## config.mk

```make
export PLATFORM = sky130hd
export DESIGN_NAME = intel_hex_word_loader_unit_flat
export DESIGN_NICKNAME = d
export VERILOG_FILES = /design/src/ihwl_pkg.sv /design/src/ihwl_if.sv /design/src/intel_hex_word_loader_unit.sv /design/src/flat_wrapper.sv
export SDC_FILE = /design/constraint.sdc
export NUM_CORES = 1
export LEC_CHECK = 0
export ABC_AREA = 1
export BUFFER_PORTS_ARGS = -buffer_cell sky130_fd_sc_hd__buf_2
export CAP_MARGIN = 20
export CORE_MARGIN = 2
export CORE_UTILIZATION = 35
export DETAILED_ROUTE_END_ITERATION = 6
export SLEW_MARGIN = 40
export SYNTH_ARGS = -nofsm -noshare
export SYNTH_HDL_FRONTEND = slang
export SYNTH_SLANG_ARGS = --single-unit
```

## constraint.sdc

```tcl
create_clock -name clock -period 4.89 [get_ports clock]
set_input_delay 1.467 -clock clock [delete_from_list [all_inputs] [get_ports clock]]
set_output_delay 1.467 -clock clock [all_outputs]
set_load 0.1 [all_outputs]
```

## src/ihwl_pkg.sv

```systemverilog
package ihwl_pkg;

   typedef enum logic [3:0] {
      PH_COLON = 4'd0,
      PH_COUNT = 4'd1,
      PH_ADDR  = 4'd2,
      PH_TYPE  = 4'd3,
      PH_DATA  = 4'd4,
      PH_TRAIL = 4'd5
   } phase_type;

   typedef enum logic [1:0] {
      ST_WRITE    = 2'd0,
      ST_NOCOLON  = 2'd1,
      ST_BADHEX   = 2'd2,
      ST_UNMAPPED = 2'd3
   } status_type;

   typedef enum logic [1:0] {
      CSR_ROM_ORIGIN = 2'd0,
      CSR_ROM_SIZE   = 2'd1,
      CSR_RAM_ORIGIN = 2'd2,
      CSR_RAM_SIZE   = 2'd3
   } csr_index_type;

   localparam logic [7:0] CH_COLON   = 8'h3A;
   localparam logic [7:0] CH_ZERO    = 8'h30;
   localparam logic [7:0] CH_NINE    = 8'h39;
   localparam logic [7:0] CH_UPPER_A = 8'h41;
   localparam logic [7:0] CH_UPPER_F = 8'h46;
   localparam logic [7:0] CH_LOWER_A = 8'h61;
   localparam logic [7:0] CH_LOWER_F = 8'h66;

   typedef struct packed {
      logic       ok;
      logic [3:0] value;
   } hex_digit_type;

   // Decodes one ASCII hex digit; ok is low for any other character.
   function automatic hex_digit_type hex_decode(input logic [7:0] c);
      hex_digit_type d;
      logic [7:0]    diff;
      d    = '{ok: 1'b0, value: 4'd0};
      diff = 8'd0;
      if (c >= CH_ZERO && c <= CH_NINE) begin
         diff = c - CH_ZERO;
         d    = '{ok: 1'b1, value: diff[3:0]};
      end else if (c >= CH_UPPER_A && c <= CH_UPPER_F) begin
         diff = c - CH_UPPER_A + 8'd10;
         d    = '{ok: 1'b1, value: diff[3:0]};
      end else if (c >= CH_LOWER_A && c <= CH_LOWER_F) begin
         diff = c - CH_LOWER_A + 8'd10;
         d    = '{ok: 1'b1, value: diff[3:0]};
      end
      return d;
   endfunction

endpackage

```

## src/ihwl_if.sv

```systemverilog
interface ihwl_req_if;
   logic       valid;
   logic       ready;
   logic [7:0] ch;

   modport source (output valid, output ch, input ready);
   modport sink   (input valid, input ch, output ready);
endinterface

interface ihwl_rsp_if;
   logic        valid;
   logic        ready;
   logic [1:0]  status;
   logic        to_ram;
   logic [14:0] word_index;
   logic [15:0] word_data;

   modport source (output valid, output status, output to_ram, output word_index,
                   output word_data, input ready);
   modport sink   (input valid, input status, input to_ram, input word_index,
                   input word_data, output ready);
endinterface

```

## src/intel_hex_word_loader_unit.sv

```systemverilog
// A word write or error is registered and appears on rsp in the cycle after the request that completes it.
// Throughput: one character per cycle; the single result register drains while the next
// request is taken, so only a stalled result with no room blocks req.ready.
// Reset (synchronous, active high) returns the parser to waiting for a colon, clears the
// halt flag and the result valid flag, and restores the window registers to their defaults.
module intel_hex_word_loader_unit (
   input  logic                 clock,
   input  logic                 reset,
   ihwl_req_if.sink             req_chan,
   ihwl_rsp_if.source           rsp_chan,
   input  logic                 csr_we,
   input  logic [1:0]           csr_index,
   input  logic [16:0]          csr_wdata
);

   ihwl_pkg::phase_type  phase_ff, phase_in;
   logic [1:0]           digit_count_ff, digit_count_in;
   logic [7:0]           bytes_left_ff, bytes_left_in;
   logic [16:0]          load_address_ff, load_address_in;
   logic [15:0]          word_accum_ff, word_accum_in;
   logic                 halted_ff, halted_in;

   logic [15:0]          rom_origin_ff, ram_origin_ff;
   logic [16:0]          rom_size_ff, ram_size_ff;

   logic                 rsp_valid_ff, rsp_valid_in;
   ihwl_pkg::status_type rsp_status_ff, rsp_status_in;
   logic                 rsp_to_ram_ff, rsp_to_ram_in;
   logic [14:0]          rsp_index_ff, rsp_index_in;
   logic [15:0]          rsp_data_ff, rsp_data_in;

   logic                 accept;
   logic                 produce;
   ihwl_pkg::hex_digit_type digit;
   logic [15:0]          accum_next;
   logic [16:0]          rom_off, ram_off;
   logic                 in_rom, in_ram;

   assign req_chan.ready = !rsp_valid_ff || rsp_chan.ready;
   assign accept         = req_chan.valid && req_chan.ready;
   assign digit          = ihwl_pkg::hex_decode(req_chan.ch);
   assign accum_next     = {word_accum_ff[11:0], digit.value};

   assign rom_off = load_address_ff - {1'b0, rom_origin_ff};
   assign ram_off = load_address_ff - {1'b0, ram_origin_ff};
   assign in_rom  = (load_address_ff >= {1'b0, rom_origin_ff}) && (rom_off < rom_size_ff);
   assign in_ram  = (load_address_ff >= {1'b0, ram_origin_ff}) && (ram_off < ram_size_ff);

   // Next phase.
   always_comb begin
      phase_in = phase_ff;
      if (accept && !halted_ff) begin
         unique case (phase_ff)
            ihwl_pkg::PH_COUNT: begin
               if (digit.ok && digit_count_ff != 2'd0) phase_in = ihwl_pkg::PH_ADDR;
            end
            ihwl_pkg::PH_ADDR: begin
               if (digit.ok && digit_count_ff == 2'd3) phase_in = ihwl_pkg::PH_TYPE;
            end
            ihwl_pkg::PH_TYPE: begin
               if (digit_count_ff != 2'd0) begin
                  phase_in = (bytes_left_ff != 8'd0) ? ihwl_pkg::PH_DATA : ihwl_pkg::PH_TRAIL;
               end
            end
            ihwl_pkg::PH_DATA: begin
               if (digit.ok && digit_count_ff == 2'd3 && (in_rom || in_ram) &&
                   bytes_left_ff <= 8'd2) phase_in = ihwl_pkg::PH_TRAIL;
            end
            ihwl_pkg::PH_TRAIL: begin
               if (digit_count_ff >= 2'd2) phase_in = ihwl_pkg::PH_COLON;
            end
            default: begin
               if (req_chan.ch == ihwl_pkg::CH_COLON) phase_in = ihwl_pkg::PH_COUNT;
            end
         endcase
      end
   end

   // Datapath and result.
   always_comb begin
      digit_count_in  = digit_count_ff;
      bytes_left_in   = bytes_left_ff;
      load_address_in = load_address_ff;
      word_accum_in   = word_accum_ff;
      halted_in       = halted_ff;
      produce         = 1'b0;
      rsp_status_in   = ihwl_pkg::ST_WRITE;
      rsp_to_ram_in   = 1'b0;
      rsp_index_in    = 15'd0;
      rsp_data_in     = 16'd0;
      if (accept && !halted_ff) begin
         unique case (phase_ff)
            ihwl_pkg::PH_COUNT: begin
               if (!digit.ok) begin
                  produce = 1'b1;
                  rsp_status_in = ihwl_pkg::ST_BADHEX;
               end else begin
                  bytes_left_in = {bytes_left_ff[3:0], digit.value};
                  if (digit_count_ff != 2'd0) begin
                     digit_count_in  = 2'd0;
                     load_address_in = 17'd0;
                  end else begin
                     digit_count_in = digit_count_ff + 2'd1;
                  end
               end
            end
            ihwl_pkg::PH_ADDR: begin
               if (!digit.ok) begin
                  produce = 1'b1;
                  rsp_status_in = ihwl_pkg::ST_BADHEX;
               end else begin
                  load_address_in = {load_address_ff[12:0], digit.value};
                  digit_count_in  = digit_count_ff + 2'd1;
               end
            end
            ihwl_pkg::PH_TYPE: begin
               if (digit_count_ff != 2'd0) begin
                  digit_count_in = 2'd0;
                  word_accum_in  = 16'd0;
               end else begin
                  digit_count_in = digit_count_ff + 2'd1;
               end
            end
            ihwl_pkg::PH_DATA: begin
               if (!digit.ok) begin
                  produce = 1'b1;
                  rsp_status_in = ihwl_pkg::ST_BADHEX;
               end else if (digit_count_ff != 2'd3) begin
                  word_accum_in  = accum_next;
                  digit_count_in = digit_count_ff + 2'd1;
               end else begin
                  digit_count_in = 2'd0;
                  produce        = 1'b1;
                  if (in_rom || in_ram) begin
                     rsp_to_ram_in   = !in_rom;
                     rsp_index_in    = in_rom ? rom_off[15:1] : ram_off[15:1];
                     rsp_data_in     = accum_next;
                     word_accum_in   = 16'd0;
                     load_address_in = load_address_ff + 17'd2;
                     bytes_left_in   = (bytes_left_ff >= 8'd2) ? bytes_left_ff - 8'd2 : 8'd0;
                  end else begin
                     word_accum_in = accum_next;
                     rsp_status_in = ihwl_pkg::ST_UNMAPPED;
                  end
               end
            end
            ihwl_pkg::PH_TRAIL: begin
               digit_count_in = (digit_count_ff >= 2'd2) ? 2'd0 : digit_count_ff + 2'd1;
            end
            default: begin
               if (req_chan.ch != ihwl_pkg::CH_COLON) begin
                  produce = 1'b1;
                  rsp_status_in = ihwl_pkg::ST_NOCOLON;
               end else begin
                  digit_count_in = 2'd0;
                  bytes_left_in  = 8'd0;
               end
            end
         endcase
         if (produce && rsp_status_in != ihwl_pkg::ST_WRITE) halted_in = 1'b1;
      end
   end

   assign rsp_valid_in = produce || (rsp_valid_ff && !rsp_chan.ready);

   always_ff @(posedge clock) begin
      if (reset) begin
         phase_ff        <= ihwl_pkg::PH_COLON;
         digit_count_ff  <= 2'd0;
         bytes_left_ff   <= 8'd0;
         load_address_ff <= 17'd0;
         word_accum_ff   <= 16'd0;
         halted_ff       <= 1'b0;
         rsp_valid_ff    <= 1'b0;
      end else begin
         phase_ff        <= phase_in;
         digit_count_ff  <= digit_count_in;
         bytes_left_ff   <= bytes_left_in;
         load_address_ff <= load_address_in;
         word_accum_ff   <= word_accum_in;
         halted_ff       <= halted_in;
         rsp_valid_ff    <= rsp_valid_in;
      end
   end

   always_ff @(posedge clock) begin
      if (produce) begin
         rsp_status_ff <= rsp_status_in;
         rsp_to_ram_ff <= rsp_to_ram_in;
         rsp_index_ff  <= rsp_index_in;
         rsp_data_ff   <= rsp_data_in;
      end
   end

   always_ff @(posedge clock) begin
      if (reset) begin
         rom_origin_ff <= 16'd0;
         rom_size_ff   <= 17'd32768;
         ram_origin_ff <= 16'd32768;
         ram_size_ff   <= 17'd32768;
      end else if (csr_we) begin
         unique case (ihwl_pkg::csr_index_type'(csr_index))
            ihwl_pkg::CSR_ROM_ORIGIN: rom_origin_ff <= csr_wdata[15:0];
            ihwl_pkg::CSR_ROM_SIZE:   rom_size_ff   <= csr_wdata;
            ihwl_pkg::CSR_RAM_ORIGIN: ram_origin_ff <= csr_wdata[15:0];
            ihwl_pkg::CSR_RAM_SIZE:   ram_size_ff   <= csr_wdata;
            default: ;
         endcase
      end
   end

   assign rsp_chan.valid      = rsp_valid_ff;
   assign rsp_chan.status     = rsp_status_ff;
   assign rsp_chan.to_ram     = rsp_to_ram_ff;
   assign rsp_chan.word_index = rsp_index_ff;
   assign rsp_chan.word_data  = rsp_data_ff;

   // Once halted, the parser stays halted until reset.
   a_halt_sticky: assert property (@(posedge clock) disable iff (reset)
      halted_ff |=> halted_ff)
      else $error("halt flag dropped without reset");

   // An error result on the port always goes with the halt flag.
   a_error_halts: assert property (@(posedge clock) disable iff (reset)
      (rsp_valid_ff && rsp_status_ff != ihwl_pkg::ST_WRITE) |-> halted_ff)
      else $error("error reported while parser still running");

   // Without an accepted request the parser state does not move.
   a_state_holds: assert property (@(posedge clock) disable iff (reset)
      !accept |=> ($stable(phase_ff) && $stable(load_address_ff) && $stable(bytes_left_ff)))
      else $error("parser state changed without a request");

   // The trailer counts at most three characters.
   a_trail_count: assert property (@(posedge clock) disable iff (reset)
      (phase_ff == ihwl_pkg::PH_TRAIL) |-> (digit_count_ff != 2'd3))
      else $error("trailer counter overran");

endmodule
```

## src/flat_wrapper.sv

```systemverilog
// flat-port wrapper written by rule: the top's interface ports become plain ports
module intel_hex_word_loader_unit_flat 
  (clock, reset, csr_we, csr_index, csr_wdata, req_chan_valid, req_chan_ch, req_chan_ready, rsp_chan_valid, rsp_chan_status, rsp_chan_to_ram, rsp_chan_word_index, rsp_chan_word_data, rsp_chan_ready);
  ihwl_req_if req_chan_i ();
  ihwl_rsp_if rsp_chan_i ();
  input  logic clock;
  input  logic reset;
  input  logic csr_we;
  input  logic [1:0] csr_index;
  input  logic [16:0] csr_wdata;
  input wire logic [$bits(req_chan_i.valid)-1:0] req_chan_valid;
  input wire logic [$bits(req_chan_i.ch)-1:0] req_chan_ch;
  output wire logic [$bits(req_chan_i.ready)-1:0] req_chan_ready;
  output wire logic [$bits(rsp_chan_i.valid)-1:0] rsp_chan_valid;
  output wire logic [$bits(rsp_chan_i.status)-1:0] rsp_chan_status;
  output wire logic [$bits(rsp_chan_i.to_ram)-1:0] rsp_chan_to_ram;
  output wire logic [$bits(rsp_chan_i.word_index)-1:0] rsp_chan_word_index;
  output wire logic [$bits(rsp_chan_i.word_data)-1:0] rsp_chan_word_data;
  input wire logic [$bits(rsp_chan_i.ready)-1:0] rsp_chan_ready;
  assign req_chan_i.valid = req_chan_valid;
  assign req_chan_i.ch = req_chan_ch;
  assign req_chan_ready = req_chan_i.ready;
  assign rsp_chan_valid = rsp_chan_i.valid;
  assign rsp_chan_status = rsp_chan_i.status;
  assign rsp_chan_to_ram = rsp_chan_i.to_ram;
  assign rsp_chan_word_index = rsp_chan_i.word_index;
  assign rsp_chan_word_data = rsp_chan_i.word_data;
  assign rsp_chan_i.ready = rsp_chan_ready;
  intel_hex_word_loader_unit u_core (.clock(clock), .reset(reset), .req_chan(req_chan_i), .rsp_chan(rsp_chan_i), .csr_we(csr_we), .csr_index(csr_index), .csr_wdata(csr_wdata));
endmodule
```

==> results.toml <==
[worst_setup_path]
crit_path_frequent_cell = "nand2_1"
worstSetupStartpointType = "flip-flop"
worst-setup-path-type = "reg -> reg"
cp-startpoint = "u_core.load_address_ff[1]"
r2r_start = "u_core.load_address_ff[1]"
worstPathArrival_ns = 4.83
cp_num_buf_inv = 2
worstPathRequired_ns = 5.18
cpPeakStageDelay_ns = 0.45
path_delay_family = "simple AND/OR/NAND/NOR gates"
crit_path_cell_trace = "inv_1, fa_1, nand3b_1, nand2_1, nand2_1, nand3_1, a21boi_0, o21ai_0, xor2_1, ha_1, a21oi_1, nand2_1, a21oi_1, nand2_1, nor2_1, nand2_2, nand2_2, nand2_2, inv_2, o21ai_0, nor2_1"
cpMaxStageDelayCell = "fa_1"
end_kind = "flip-flop"
cp_max_fo = 27

[power]
peakVddDrop_mv = 0.289
p_int_uw = 2610
p_clk_share_pct = 27.6
total_leakage_power_uw = 0.00467
p_sw_uw = 2260
seqPwrFrac_pct = 30.4
p_comb_share_pct = 42.0
p_sw_share_pct = 46.4
p_per_area_mw_per_mm2 = 473

[die]
fp.coreArea_mm2 = 0.0258
die_w_um = 165
dieHeight_um = 165
start_util_pct = 35.2
num_io_pins = 68
num_rows = 59
die_area_mm2 = 0.0273

[clock_tree]
cts.sinks = 144
htree_levels = 4
numCtsBuffers = 17
cts_setup_buffers = 0
hold_buffers = 0
cts_root_buf = "clkbuf_16"
insertion_delay_ns = 0.43
cts_tree = "done"
cts.clk_slew.worst_paths_ns = 0.07
cts_resized = 0
cts_buffer_depth = 2

[finish]
fin_area_mm2 = 0.0103
mostFrequentLayoutCells = "241 x nand2_1, 167 x inv_1, 143 x nor2_1, 138 x a21oi_1, 110 x dfxtp_1"
fillers = 2664
area_delta_synth_final_pct = 13.2
layout-drive-gt1-share_pct = 11.2
nets = 1425
antenna_cells = 0
layout_commonest_cell = "nand2_1"
finalNonFillerCells = 1664

[route]
drtIter0Drc = 710
ant_nets = 0
via_per_inst = 5.02
wl_per_cell_um = 15.5
dr.pass1.iters = 5
drc = 0
routed_wl_mm = 25.8
num_vias = 8347

[timing]
tns_ns = 0
drv_slew = 0
worst_slew_pin_slew_ns = 0.632
fin_crit_sh_pct = 92.7
max_freq_mhz = 220
hold_viol = 0
setup_ws_ns = 0.355
skew_ns = 0.00917
fin_crit_ns = 4.54
setup-violations-final = 0
relSlewSlack_pct = 57.8
rsz0062_at_grt = "no"

[global_route]
grt_antenna_before_repair = 0
track_usage_pct = 19.3
grt_max_degree = 55
grt_pass1_vias = 7663
grt_overflow = 0
grt_first_pass_wirelength_mm = 40.9

[placed_design]
place_congestion = 0.973
post-dp-hpwl_mm = 19.7
dp_slack_ns = 0.481
io_buffers = 67
dp_cells = 1632
placed_area_mm2 = 0.00971

[synth]
syn-num-nets = 1373
avgSynthCellArea_um2 = 7.21
yosys_warnings = 0
ys_types = 44
yosysTopAreaCellShare_pct = 24.2
synth_edf_count = 34
postSynthCellCount = 1264
yosysTopAreaCell = "dfxtp_1"
async_reset_ff_share_pct = 0
syn-cell-area_mm2 = 0.00911
synth_area_leaders = "dfxtp_1 24%, edfxtp_1 11%, ha_1 10%, nand2_1 9.9%, a21oi_1 7.6%"
synthFlopType = "dfxtp_1"
ys_seq_elements = 144
seq_area_frac_synth_pct = 35.4

[hold_path]
hp-class = "reg -> reg"
min_from = "u_core.ram_size_ff[5]"

[flow_run]
drv_cap = 0

[status]
status = "completed"
==> through the flow <==
stage               total power, uW  util, %  hold slack, ns
floorplan                      3150        -           0.435
global placement               3540     37.6           0.447
detailed placement             3550     37.6           0.454
CTS                            4900     39.9           0.466
global route                   5140     39.9           0.482
finish                         4880     39.9           0.464
==> kinds of logic after synthesis <==
group,Yosys count,share of synthesized area [%]
simple gates,502,23.9
compound gates,287,16.9
buf+inv,216,9.40
flops,144,35.4
fa+ha+maj,77,10.7
xor+xnor,38,3.65
==> Yosys cell counts, types with 3 or more instances <==
master / number
inv_1: 171
nor2_1: 143
xnor2_1: 9
o21bai_1: 3
nor4_1: 4
nand2_2: 20
a21oi_1: 138
inv_2: 5
nand3b_1: 7
buf_2: 9
nand2_1: 241
o211ai_1: 7
nand3_1: 41
buf_6: 4
clkinv_1: 3
o22ai_1: 14
a21o_1: 8
o21ai_0: 105
nand3_4: 3
dfxtp_1: 110
xor2_1: 29
clkbuf_1: 23
ha_1: 75
nor3_1: 13
edfxtp_1: 34
nand4_1: 15
nor2_2: 5
==> final timing paths <==
path,endpoint,slack [ns],cells after the start
setup / recovery,u_core.rsp_chan.word_index[9],0.35,21
setup reg to reg,u_core.rsp_chan.word_index[9],0.35,21
hold reg to reg,u_core.ram_size_ff[5],0.46,2
hold / removal,u_core.ram_size_ff[5],0.46,2
==> layout make-up <==
cell class              instances  area (um2)  area share (%)
clock buffers                  17         425            4.13
clock inverters                15         171            1.66
inverters                     179         672            6.52
multi-input cells             904        5030            48.8
flip-flops and latches        144        3220            31.3
well taps                     335         419            4.07
repair buffers                 70         370            3.59
==> state kept, by name, summed over array words and instances (netlist names) <==
register	flops
u_core.load_address_ff	17
u_core.rsp_chan.to_ram	1
u_core.rsp_chan.valid	1
u_core.halted_ff	1
u_core.rsp_chan.status	2
u_core.rom_size_ff	17
u_core.digit_count_ff	2
u_core.phase_ff	3
u_core.rom_origin_ff	16
u_core.bytes_left_ff	8
u_core.word_accum_ff	12
u_core.rsp_chan.word_data	16
u_core.rsp_chan.word_index	15
u_core.ram_size_ff	17
u_core.ram_origin_ff	16
==> power by group through the flow <==
stage	Clock, uW	Sequential, uW	Combinational (uW)
final	1340	1480	2050
after global routing	1420	1500	2210
after CTS	1370	1490	2050
after detailed placement	0	1510	2040
after global placement	0	1510	2030
after floorplan	0	2280	872
==> worst min-delay path, delay by kind of cell, from the launching register on <==
family | cells | cell delay [ns]
compound gates | 1 | 0.06
flops | 1 | 0.30
buf+inv | 1 | 0.06
==> layer usage <==
layer,GRT usage (%),part of all wire (%),vias to the layer above
met3,3.97,5.6,40
met2,30.7,45,225
met5,0,0,-
met4,6.31,2.2,0
li1,-,-,4253
met1,26.3,47,3829
No activity file was read; power rests on OpenSTA's default activity.
